$ cat config.mk
export PLATFORM = sky130hd
export DESIGN_NAME = interval_map_range_table_core
export DESIGN_NICKNAME = d
export VERILOG_FILES = /design/src/sv/imrt_pkg.sv /design/src/sv/interval_map_range_table_core.sv /design/src/sv/imrt_key_cmp.sv /design/src/sv/imrt_table_mem.sv
export VERILOG_INCLUDE_DIRS = /design/src /design/src/sv
export SDC_FILE = /design/constraint.sdc
export NUM_CORES = 2
export LEC_CHECK = 0
export BUFFER_PORTS_ARGS = -buffer_cell sky130_fd_sc_hd__clkbuf_2
export CORE_ASPECT_RATIO = 1.1
export CORE_MARGIN = 2
export CORE_UTILIZATION = 30
export DETAILED_ROUTE_END_ITERATION = 8
export PLACE_DENSITY = 0.54
export SYNTH_ARGS = -nofsm -noshare
export SYNTH_HDL_FRONTEND = slang
export SYNTH_HIERARCHICAL = 1
export SYNTH_SLANG_ARGS = --single-unit
$ cat constraint.sdc
create_clock -name clk -period 9.15 [get_ports clk]
set_input_delay 1.83 -clock clk [delete_from_list [all_inputs] [get_ports clk]]
set_output_delay 1.83 -clock clk [all_outputs]
set_load 0.02 [all_outputs]
$ cat src/sv/interval_map_range_table_core_defines.svh
// ----------------------------------------------------------------------------
// Assertion macros for the interval map range table
// Concurrent assertion wrappers; NO_ASSERTIONS compiles them out.
// ----------------------------------------------------------------------------
`ifndef INTERVAL_MAP_RANGE_TABLE_CORE_DEFINES_SVH
`define INTERVAL_MAP_RANGE_TABLE_CORE_DEFINES_SVH

`ifndef NO_ASSERTIONS
// checked on every edge out of reset
`define IMRT_ASSERT(lbl, prop, msg) \
	lbl: assert property (@(posedge clk) disable iff (!arst_n) prop) else $error(msg);
// checked on every edge, reset included
`define IMRT_ASSERT_ALWAYS(lbl, prop, msg) \
	lbl: assert property (@(posedge clk) prop) else $error(msg);
`else
`define IMRT_ASSERT(lbl, prop, msg)
`define IMRT_ASSERT_ALWAYS(lbl, prop, msg)
`endif

`endif

$ cat src/sv/imrt_pkg.sv
// ----------------------------------------------------------------------------
// imrt_pkg
// Shared constants, codes and types of the interval map range table.
// ----------------------------------------------------------------------------
`default_nettype none

package imrt_pkg;

	localparam int TABLE_DEPTH_DEF = 16;
	localparam int KEY_WIDTH_DEF   = 32;
	localparam int VALUE_WIDTH_DEF = 32;

	localparam logic CMD_ASSIGN = 1'b0;
	localparam logic CMD_LOOKUP = 1'b1;

	typedef enum logic [1:0] {
		STAT_DONE  = 2'd0,
		STAT_EMPTY = 2'd1,
		STAT_FULL  = 2'd2
	} status_t;

	// result of the shared key comparator
	typedef struct packed {
		logic lt;
		logic eq;
	} cmp_res_t;

endpackage

`default_nettype wire

$ cat src/sv/interval_map_range_table_core.sv
// ----------------------------------------------------------------------------
// interval_map_range_table_core
// Sorted breakpoint table with range assign and point lookup.
// Lookup: one scan over the N breakpoints held; one memory read per cycle.
// Assign: two scan passes, plus a read and then a write for each entry past
//   range_end that moves.
// Empty range: ends at the check, with no scan. One item at a time; a result register frees the input.
// Reset clears the entry count and default_value; memory contents stay unknown.
// ----------------------------------------------------------------------------
`default_nettype none

`include "interval_map_range_table_core_defines.svh"

module interval_map_range_table_core #(
	parameter int TABLE_DEPTH = imrt_pkg::TABLE_DEPTH_DEF,
	parameter int KEY_WIDTH   = imrt_pkg::KEY_WIDTH_DEF,
	parameter int VALUE_WIDTH = imrt_pkg::VALUE_WIDTH_DEF
) (
	input  logic                   clk,
	input  logic                   arst_n,
	input  logic                   cfg_valid,
	output logic                   cfg_ready,
	input  logic [VALUE_WIDTH-1:0] cfg_data,
	input  logic                   req_valid,
	output logic                   req_stall,
	input  logic                   cmd,
	input  logic [KEY_WIDTH-1:0]   range_begin,
	input  logic [KEY_WIDTH-1:0]   range_end,
	input  logic [VALUE_WIDTH-1:0] new_value,
	input  logic [KEY_WIDTH-1:0]   query_key,
	output logic                   rsp_valid,
	input  logic                   rsp_stall,
	output logic [VALUE_WIDTH-1:0] found_value,
	output logic [1:0]             status
);

	localparam int AW = $clog2(TABLE_DEPTH);
	localparam int CW = $clog2(TABLE_DEPTH + 1);
	localparam int NW = CW + 1;
	localparam logic [CW-1:0] CNT_MAX = CW'(TABLE_DEPTH);

	typedef enum logic [3:0] {
		ST_IDLE,
		ST_CHECK,
		ST_SCAN,
		ST_PLAN,
		ST_MV_RD,
		ST_MV_WR,
		ST_INS_B,
		ST_INS_E,
		ST_FIN
	} state_t;

	state_t                 state_q;
	logic [VALUE_WIDTH-1:0] default_q;
	logic [CW-1:0]          cnt_q;
	logic                   cmd_q;
	logic [KEY_WIDTH-1:0]   range_begin_q;
	logic [KEY_WIDTH-1:0]   range_end_q;
	logic [VALUE_WIDTH-1:0] new_value_q;
	logic [KEY_WIDTH-1:0]   target_q;
	logic                   pass_q;
	logic [CW-1:0]          iss_q;
	logic                   pend_q;
	logic [CW-1:0]          lo_q;
	logic [CW-1:0]          hi_q;
	logic [VALUE_WIDTH-1:0] prev_q;
	logic [VALUE_WIDTH-1:0] vend_q;
	logic                   ins_b_q;
	logic                   ins_e_q;
	logic                   mv_up_q;
	logic [CW-1:0]          off_q;
	logic [AW-1:0]          mv_src_q;
	logic [CW-1:0]          mv_left_q;
	logic [CW-1:0]          new_cnt_q;
	imrt_pkg::status_t      stat_q;
	logic                   rsp_valid_q;
	logic [VALUE_WIDTH-1:0] found_q;
	imrt_pkg::status_t      status_q;

	// memory and comparator hookup
	logic                   mem_we;
	logic [AW-1:0]          mem_waddr;
	logic [KEY_WIDTH-1:0]   mem_wkey;
	logic [VALUE_WIDTH-1:0] mem_wval;
	logic [AW-1:0]          mem_raddr;
	logic [KEY_WIDTH-1:0]   rd_key;
	logic [VALUE_WIDTH-1:0] rd_val;
	logic [KEY_WIDTH-1:0]   cmp_a;
	logic [KEY_WIDTH-1:0]   cmp_b;
	imrt_pkg::cmp_res_t     cmp_res;

	// plan terms
	logic          ins_b;
	logic          ins_e;
	logic [NW-1:0] dst_start;
	logic [CW-1:0] tail;
	logic [NW-1:0] n_new;
	logic [NW-1:0] hi_ext;
	logic [AW-1:0] mv_dst;
	logic          rsp_free;

	imrt_table_mem #(
		.TABLE_DEPTH(TABLE_DEPTH),
		.KEY_WIDTH  (KEY_WIDTH),
		.VALUE_WIDTH(VALUE_WIDTH)
	) u_mem (
		.clk    (clk),
		.wr_en  (mem_we),
		.wr_addr(mem_waddr),
		.wr_key (mem_wkey),
		.wr_val (mem_wval),
		.rd_addr(mem_raddr),
		.rd_key (rd_key),
		.rd_val (rd_val)
	);

	imrt_key_cmp #(
		.KEY_WIDTH(KEY_WIDTH)
	) u_cmp (
		.op_a(cmp_a),
		.op_b(cmp_b),
		.res (cmp_res)
	);

	assign cfg_ready   = 1'b1;
	assign req_stall   = (state_q != ST_IDLE);
	assign rsp_valid   = rsp_valid_q;
	assign found_value = found_q;
	assign status      = status_q;
	assign rsp_free    = !rsp_valid_q || !rsp_stall;

	always_comb begin
		ins_b     = (prev_q != new_value_q);
		ins_e     = (vend_q != new_value_q);
		dst_start = NW'(lo_q) + NW'(ins_b) + NW'(ins_e);
		tail      = cnt_q - hi_q;
		n_new     = dst_start + NW'(tail);
		hi_ext    = NW'(hi_q);
		mv_dst    = mv_up_q ? (mv_src_q + off_q[AW-1:0]) : (mv_src_q - off_q[AW-1:0]);
	end

	always_comb begin
		cmp_a = rd_key;
		cmp_b = target_q;
		if (state_q == ST_CHECK) begin
			cmp_a = range_begin_q;
			cmp_b = range_end_q;
		end
	end

	always_comb begin
		mem_we    = 1'b0;
		mem_waddr = '0;
		mem_wkey  = '0;
		mem_wval  = '0;
		mem_raddr = iss_q[AW-1:0];
		case (state_q)
			ST_MV_RD: begin
				mem_raddr = mv_src_q;
			end
			ST_MV_WR: begin
				mem_we    = 1'b1;
				mem_waddr = mv_dst;
				mem_wkey  = rd_key;
				mem_wval  = rd_val;
			end
			ST_INS_B: begin
				mem_we    = ins_b_q;
				mem_waddr = lo_q[AW-1:0];
				mem_wkey  = range_begin_q;
				mem_wval  = new_value_q;
			end
			ST_INS_E: begin
				mem_we    = ins_e_q;
				mem_waddr = lo_q[AW-1:0] + AW'(ins_b_q);
				mem_wkey  = range_end_q;
				mem_wval  = vend_q;
			end
			default: begin
			end
		endcase
	end

	always_ff @(posedge clk or negedge arst_n) begin
		if (!arst_n) begin
			state_q       <= ST_IDLE;
			default_q     <= '0;
			cnt_q         <= '0;
			cmd_q         <= imrt_pkg::CMD_ASSIGN;
			range_begin_q <= '0;
			range_end_q   <= '0;
			new_value_q   <= '0;
			target_q      <= '0;
			pass_q        <= 1'b0;
			iss_q         <= '0;
			pend_q        <= 1'b0;
			lo_q          <= '0;
			hi_q          <= '0;
			prev_q        <= '0;
			vend_q        <= '0;
			ins_b_q       <= 1'b0;
			ins_e_q       <= 1'b0;
			mv_up_q       <= 1'b0;
			off_q         <= '0;
			mv_src_q      <= '0;
			mv_left_q     <= '0;
			new_cnt_q     <= '0;
			stat_q        <= imrt_pkg::STAT_DONE;
			rsp_valid_q   <= 1'b0;
			found_q       <= '0;
			status_q      <= imrt_pkg::STAT_DONE;
		end else begin
			if (cfg_valid) begin
				default_q <= cfg_data;
			end
			// the final state reloads the result register itself
			if (rsp_valid_q && !rsp_stall && state_q != ST_FIN) begin
				rsp_valid_q <= 1'b0;
			end
			case (state_q)
				ST_IDLE: begin
					if (req_valid) begin
						cmd_q         <= cmd;
						range_begin_q <= range_begin;
						range_end_q   <= range_end;
						new_value_q   <= new_value;
						lo_q          <= '0;
						hi_q          <= '0;
						prev_q        <= default_q;
						vend_q        <= default_q;
						iss_q         <= '0;
						pend_q        <= 1'b0;
						stat_q        <= imrt_pkg::STAT_DONE;
						if (cmd == imrt_pkg::CMD_LOOKUP) begin
							target_q <= query_key;
							pass_q   <= 1'b1;
							state_q  <= ST_SCAN;
						end else begin
							state_q <= ST_CHECK;
						end
					end
				end
				ST_CHECK: begin
					if (!cmp_res.lt) begin
						stat_q  <= imrt_pkg::STAT_EMPTY;
						state_q <= ST_FIN;
					end else begin
						target_q <= range_begin_q;
						pass_q   <= 1'b0;
						state_q  <= ST_SCAN;
					end
				end
				ST_SCAN: begin
					// fold in the entry read last cycle
					if (pend_q) begin
						if (!pass_q) begin
							if (cmp_res.lt) begin
								lo_q   <= lo_q + CW'(1);
								prev_q <= rd_val;
							end
						end else if (cmp_res.lt || cmp_res.eq) begin
							hi_q   <= hi_q + CW'(1);
							vend_q <= rd_val;
						end
					end
					if (iss_q != cnt_q) begin
						iss_q  <= iss_q + CW'(1);
						pend_q <= 1'b1;
					end else begin
						pend_q <= 1'b0;
						if (!pend_q) begin
							if (cmd_q == imrt_pkg::CMD_LOOKUP) begin
								state_q <= ST_FIN;
							end else if (!pass_q) begin
								pass_q   <= 1'b1;
								target_q <= range_end_q;
								iss_q    <= '0;
							end else begin
								state_q <= ST_PLAN;
							end
						end
					end
				end
				ST_PLAN: begin
					ins_b_q   <= ins_b;
					ins_e_q   <= ins_e;
					new_cnt_q <= n_new[CW-1:0];
					if (n_new > NW'(TABLE_DEPTH)) begin
						stat_q  <= imrt_pkg::STAT_FULL;
						state_q <= ST_FIN;
					end else if (tail == '0 || dst_start == hi_ext) begin
						state_q <= ST_INS_B;
					end else begin
						mv_left_q <= tail;
						if (dst_start > hi_ext) begin
							// shift tail up: walk from the top down
							mv_up_q  <= 1'b1;
							off_q    <= CW'(dst_start - hi_ext);
							mv_src_q <= AW'(cnt_q - CW'(1));
						end else begin
							mv_up_q  <= 1'b0;
							off_q    <= CW'(hi_ext - dst_start);
							mv_src_q <= hi_q[AW-1:0];
						end
						state_q <= ST_MV_RD;
					end
				end
				ST_MV_RD: begin
					state_q <= ST_MV_WR;
				end
				ST_MV_WR: begin
					mv_left_q <= mv_left_q - CW'(1);
					if (mv_left_q == CW'(1)) begin
						state_q <= ST_INS_B;
					end else begin
						mv_src_q <= mv_up_q ? (mv_src_q - AW'(1)) : (mv_src_q + AW'(1));
						state_q  <= ST_MV_RD;
					end
				end
				ST_INS_B: begin
					state_q <= ST_INS_E;
				end
				ST_INS_E: begin
					cnt_q   <= new_cnt_q;
					state_q <= ST_FIN;
				end
				ST_FIN: begin
					// hold until the result register is free
					if (rsp_free) begin
						rsp_valid_q <= 1'b1;
						found_q     <= (cmd_q == imrt_pkg::CMD_LOOKUP) ? vend_q : '0;
						status_q    <= stat_q;
						state_q     <= ST_IDLE;
					end
				end
				default: begin
					state_q <= ST_IDLE;
				end
			endcase
		end
	end

	`IMRT_ASSERT(a_cnt_bound, cnt_q <= CNT_MAX, "entry count exceeds table depth")
	`IMRT_ASSERT(a_cnt_commit, (cnt_q != $past(cnt_q)) |-> ($past(state_q) == ST_INS_E), "entry count changed outside commit")
	`IMRT_ASSERT(a_accept_clean, (req_valid && !req_stall) |-> !pend_q, "item accepted with a scan read in flight")

endmodule

`default_nettype wire

$ cat src/sv/imrt_key_cmp.sv
// ----------------------------------------------------------------------------
// imrt_key_cmp
// Shared unsigned key comparator used by the range check and the scan passes of the sequencer.
// ----------------------------------------------------------------------------
`default_nettype none

module imrt_key_cmp #(
	parameter int KEY_WIDTH = imrt_pkg::KEY_WIDTH_DEF
) (
	input  logic [KEY_WIDTH-1:0] op_a,
	input  logic [KEY_WIDTH-1:0] op_b,
	output imrt_pkg::cmp_res_t   res
);

	always_comb begin
		res.lt = (op_a < op_b);
		res.eq = (op_a == op_b);
	end

endmodule

`default_nettype wire

$ cat src/sv/imrt_table_mem.sv
// ----------------------------------------------------------------------------
// imrt_table_mem
// Breakpoint store: one write port, one read port with registered data.
// ----------------------------------------------------------------------------
`default_nettype none

module imrt_table_mem #(
	parameter int TABLE_DEPTH = imrt_pkg::TABLE_DEPTH_DEF,
	parameter int KEY_WIDTH   = imrt_pkg::KEY_WIDTH_DEF,
	parameter int VALUE_WIDTH = imrt_pkg::VALUE_WIDTH_DEF,
	localparam int AW         = $clog2(TABLE_DEPTH)
) (
	input  logic                   clk,
	input  logic                   wr_en,
	input  logic [AW-1:0]          wr_addr,
	input  logic [KEY_WIDTH-1:0]   wr_key,
	input  logic [VALUE_WIDTH-1:0] wr_val,
	input  logic [AW-1:0]          rd_addr,
	output logic [KEY_WIDTH-1:0]   rd_key,
	output logic [VALUE_WIDTH-1:0] rd_val
);

	logic [KEY_WIDTH-1:0]   key_mem [TABLE_DEPTH];
	logic [VALUE_WIDTH-1:0] val_mem [TABLE_DEPTH];
	logic [KEY_WIDTH-1:0]   rd_key_q;
	logic [VALUE_WIDTH-1:0] rd_val_q;

	always_ff @(posedge clk) begin
		if (wr_en) begin
			key_mem[wr_addr] <= wr_key;
			val_mem[wr_addr] <= wr_val;
		end
	end

	always_ff @(posedge clk) begin
		rd_key_q <= key_mem[rd_addr];
		rd_val_q <= val_mem[rd_addr];
	end

	assign rd_key = rd_key_q;
	assign rd_val = rd_val_q;

endmodule

`default_nettype wire

Word level (Yosys, flattened, before mapping)
Memory sizes are Yosys's and may differ from the RTL's. A register that Yosys moved wholly into a read port is not among the register bits. Index checks and enable logic that the tools add are counted.

Register bits: 309. Memory bits (writable): 1024. Input bits: 166. Output and inout port bits: 37. Word-level logic and storage cells: 194. Memories kept: 2.

Add/subtract/negate cells: 16. Magnitude comparators: 3. Eq/ne operators: 36. Muxes and demuxes: 82. Bitwise operators: 2. Reduce and logical (&&, ||, !) cells: 27.

Memories: u_mem.key_mem (words 16, bits a word 32, read ports 1, clocked after Yosys merged registers in 1, wr ports 1, RTL line imrt_table_mem.sv:23) `logic [KEY_WIDTH-1:0] key_mem [TABLE_DEPTH];`; u_mem.val_mem (words 16, bits a word 32, read ports 1, clocked after Yosys merged registers in 1, wr ports 1, RTL line imrt_table_mem.sv:24) `logic [VALUE_WIDTH-1:0] val_mem [TABLE_DEPTH];`.

Operators by type and width (count): two-way mux 32 bit (17); one-hot mux 32 bit (3 select lines) (3); one-hot mux 32 bit (2 select lines) (2); two-way mux 5 bit (13); two-way mux 4 bit (16); inequality test 32 bit (2); one-hot mux 5 bit (2 select lines) (4); one-hot mux 4 bit (9 select lines) (1); inequality test 2 bit (second input constant) (17); == test 32 bit (1); less-than comparator 32 bit (1); AND reduction 5 bit (4); == test 4 x 3 -> 1 bit (second input constant) (4); adder 5 x 1 -> 5 bit (second input constant) (3); two-way mux 1 bit (14); two-way mux 2 bit (6); inequality test 3 bit (second input constant) (4); one-hot mux 4 bit (3 select lines) (1); subtractor 4 bit (3); == test 4 x 2 -> 1 bit (second input constant) (2); one-hot mux 4 bit (2 select lines) (1); AND reduction 4 bit (2); AND reduction 8 bit (1); subtractor 4 x 1 -> 4 bit (second input constant) (2); other kinds (31) (42).

Depth between registers and ports, before layout
Depth after elaboration: 8. Gate-level depth with buffers: 21. Depth with buffers taken out: 17.

Cells and area by module
Netlist, hierarchy kept.

Modules (own cells, without submodules): imrt_table_mem (instances 1, cells an instance 1647, area an instance 39555.4 µm², seq. area each 32030.7 µm²); interval_map_range_table_core (instances 1, cells an instance 1921, area an instance 17406.7 µm², seq. area each 7732.4 µm²); imrt_key_cmp (instances 1, cells an instance 115, area an instance 808.3 µm², seq. area each 0.0 µm²).

Least setup slack after synthesis
No wires, ideal clock.

Path kind: flip-flop to flip-flop. Start point: register off_q[0]. End point: memory u_mem/key_mem[0][0] (netlist name), enable pin. Arrival time: 6.640 ns. Required time: 8.585 ns. Path slack: 1.945 ns. Cell stages (with the launch flop): 11. Buffers on the path: 0. Path through: dfrtp_1 > inv_1 > ha_1 > mux2_2 > ha_1 > a21o_1 > a21oi_1 > xnor2_1 > o22ai_1 > or3b_2 > nor3_1.

Longest elaborated chain between the ends: 3.

RTL lines: start, declared (RTL line interval_map_range_table_core.sv:72) `logic [CW-1:0] off_q;`; start signal, assigned (RTL line interval_map_range_table_core.sv:299) `off_q <= CW'(dst_start - hi_ext);`; start signal, assigned (RTL line interval_map_range_table_core.sv:303) `off_q <= CW'(hi_ext - dst_start);`; subtractor 4 bit / adder 4 bit (equally long branches) (RTL line interval_map_range_table_core.sv:140) `mv_dst = mv_up_q ? (mv_src_q + off_q[AW-1:0]) : (mv_src_q - off_q[AW-1:0]);`; two-way mux 4 bit * (RTL line interval_map_range_table_core.sv:140); one-hot mux 4 bit (3 select lines) * (RTL line interval_map_range_table_core.sv:158) `case (state_q)`; named net mem_waddr[3] (RTL line interval_map_range_table_core.sv:83) `logic [AW-1:0] mem_waddr;`; end, declared (RTL line imrt_table_mem.sv:23).

Mark *: on every way through the listed nets, which the timed path passes. The rest lies on a longest branch.

==> run summary <==
Leak: 0.0222 uW
Peak VDD IR: 0.314 mV
CTS tree: yes
area grow syn2layout: 15.7%
DP Area: 0.0618 mm2
fin crit period: 6580 ps
post-synthesis sequential area ratio: 68.8%
Crit. End Element: register
Peak Freq: 152 MHz
yosys warns: 6
ys async rst share: 22.1%
period utilization: 71.9%
Inserted Clock Buffers: 151
met3 Resource Use GR: 3.09%
top-level I/O count: 203
commonest non-fill, non-tap cell in the layout: edfxtp_1
TNS Setup: 0 ps
first-pass GRT wire length: 240000 um
Slew @ Worst Pin: 1260 ps
# port buffers: 201
DP Wirelength: 95700 um
PD cells: 320 mW/mm2
post-CTS setup buffer count: 0
CP Buf/Inv Count: 1
most frequent cells in the layout: edfxtp_1 (1024), nand2_1 (465), dfrtp_1 (306)
final count of negative-setup-slack endpoints: 0
FP Rows: 168
die area: 0.196 mm2
clock tree buffer depth: 3
Worst slew margin: 15.4%
htree depth: 4
GRT Residual Overflow: 0
Crit Path Max Fanout: 67
routed via count: 33600
Setup crit start kind: register
family with the most delay on the worst path: simple AND/OR/NAND/NOR gates
Crit path largest cell delay: 930 ps
MaxCap Viol Count: 0
CP Data Required Time: 9810 ps
GRT Total Usage: 16.7%
number of enable flip-flop cells after synthesis: 1024
drt pass-1 iters: 6
synthesized instance count: 3683
critical path data arrival time: 7240 ps
Final Max Slew Viols: 0
clock skew: 56.5 ps
PostCTS Resize Cnt: 0
post-layout instance area: 0.0668 mm2
status: completed
syn nets: 3920
DRC: 0
Clock transition at path regs: 60 ps
core area: 0.191 mm2
CP cell instances: nand2_1 -> nor2_4 -> mux2_2 -> ha_1 -> nand4_1 -> nor4_1 -> a21boi_1 -> or4b_1 -> a2111oi_2 -> o21ai_0 -> a21oi_4 -> buf_4 -> nand4_1 -> xnor2_1 -> nor2_1
CP Class: reg -> reg
Initial Util: 30.3%
initial antenna violation count: 5
Die H: 464 um
DIE WIDTH: 422 um
post-route ant nets: 0
post-synthesis register bit count: 1397
Cell Area, Synth: 0.0578 mm2
vias in the first global route: 33700
drt wl/cell: 25.4 um
Iteration-0 DRC Markers: 3772
Worst Hold Class: reg -> reg
RSZ-0062 raised after global routing: false
Root Driver: clkbuf_16
CP most frequent cell: nand4_1
total wire length: 166000 um
clk_lat worst skew: 800 ps
CTS Sinks: 1397
Crit-path slowest cell: nor2_4
nets: 4113
final hold vios: 0
fill count: 18300
routability cong.: 0.801
post-synthesis area per instance: 15.7 um2
met1 global-route usage: 23.3%
Most used DFF post-synth: edfxtp_1
gr busiest metal: met2
Netlist cell types: 72
largest net degree at the start of global routing: 149
Hold-fix buffers, CTS: 0
GR Layer Usage met2: 26.6%
layout cell share with drive strength beyond 1: 23.0%
Via density: 5.13
-- sequential cells by signal, indices dropped and copies added, names as in the netlist, 32 cells and up --
| name | cells |
|---|---|
| u_mem/rd_key | 32 |
| prev_q | 32 |
| vend_q | 32 |
| u_mem/key_mem | 512 |
| u_mem/rd_val | 32 |
| range_begin_q | 32 |
| found_value | 32 |
| u_mem/val_mem | 512 |
| range_end_q | 32 |
| target_q | 32 |
| new_value_q | 32 |
| default_q | 32 |
-- logic make-up after synthesis --
| logic type | share of synthesized area (%) |
|---|---|
| and+or+nand+nor | 5.83 |
| xor gates and xnor gates | 1.44 |
| buffers and inverters | 2.55 |
| muxes | 13.4 |
| AOI/OAI and AO/OA | 6.31 |
| other | 0.00649 |
| adders and majority gates | 1.63 |
| DFF | 68.8 |
-- stage by stage --
stage	instances	setup WS [ps]	hold WS [ps]	total power [uW]	util [%]
finish	6557	2570	480	21400	35.0
global route	6556	2130	508	22500	35.0
CTS	6556	2520	488	21600	35.0
detailed placement	6273	2520	471	15400	32.4
global placement	6273	2650	462	15400	32.4
floorplan	3683	1940	444	13200	-
-- area by class of cell --
type,count,area (um2),area share [%]
Antenna cell,1,2.50,0.00375
Clock buffer,213,4200,6.29
Clock inverter,70,812,1.22
Inverter,126,473,0.708
Multi-Input combinational cell,1941,16800,25.1
Sequential cell,1397,39800,59.5
Tap cell,2550,3190,4.78
Timing Repair Buffer,259,1580,2.36
-- worst paths after layout --
path	start	endpoint	slack (ps)	depth (start not counted)
max reg2reg	state_q[0]	hi_q[4]	2570	15
min reg2reg	found_value[31]	found_value[31]	480	2
min in group asynchronous	arst_n	range_end_q[7]	940	1
max	state_q[0]	hi_q[4]	2570	15
min	found_value[31]	found_value[31]	480	2
max in group asynchronous	arst_n	new_value_q[24]	6720	2
-- report_power, final --
| part | leakage [uW] | switching [uW] | total, uW | internal, uW |
|---|---|---|---|---|
| Combinational | 0.00775 | 4000 | 6700 | 2690 |
| Clock | 0.00244 | 2580 | 6110 | 3530 |
| Sequential | 0.0120 | 893 | 8570 | 7680 |
-- cells in the mapped netlist, drive strengths merged (40+ instances only) --
master  number  area share [%]
a21oi      159             1.4
a222oi      66             1.1
a22oi      129             1.7
buf        100            0.96
clkbuf     119            0.77
dfrtp      309              13
dfxtp       64             2.2
edfxtp    1024              53
ha          64             1.4
inv        126            0.82
mux2       140             2.7
mux2i       40            0.69
mux4       256              10
nand2      467             3.0
nor2       183             1.2
o21ai       98            0.85
xor2        75             1.1
-- layer usage --
layer / vias up / routed length [um]
met4: 4 / 4060
met1: 17700 / 73000
met3: 222 / 11000
li1: 14500 / -
met2: 1236 / 78400
met5: - / 21
-- worst reg2reg max path, cell delays in order, from the launching register on --
cell and delay, ps:
dfrtp_4 810, nand2_1 360, nor2_4 930, mux2_2 470, ha_1 310, nand4_1 160, nor4_1 180, a21boi_1 170
or4b_1 620, a2111oi_2 720, o21ai_0 430, a21oi_4 230, buf_4 610, nand4_1 220, xnor2_1 170, nor2_1 50
No activity file was read; power rests on OpenSTA's default activity.
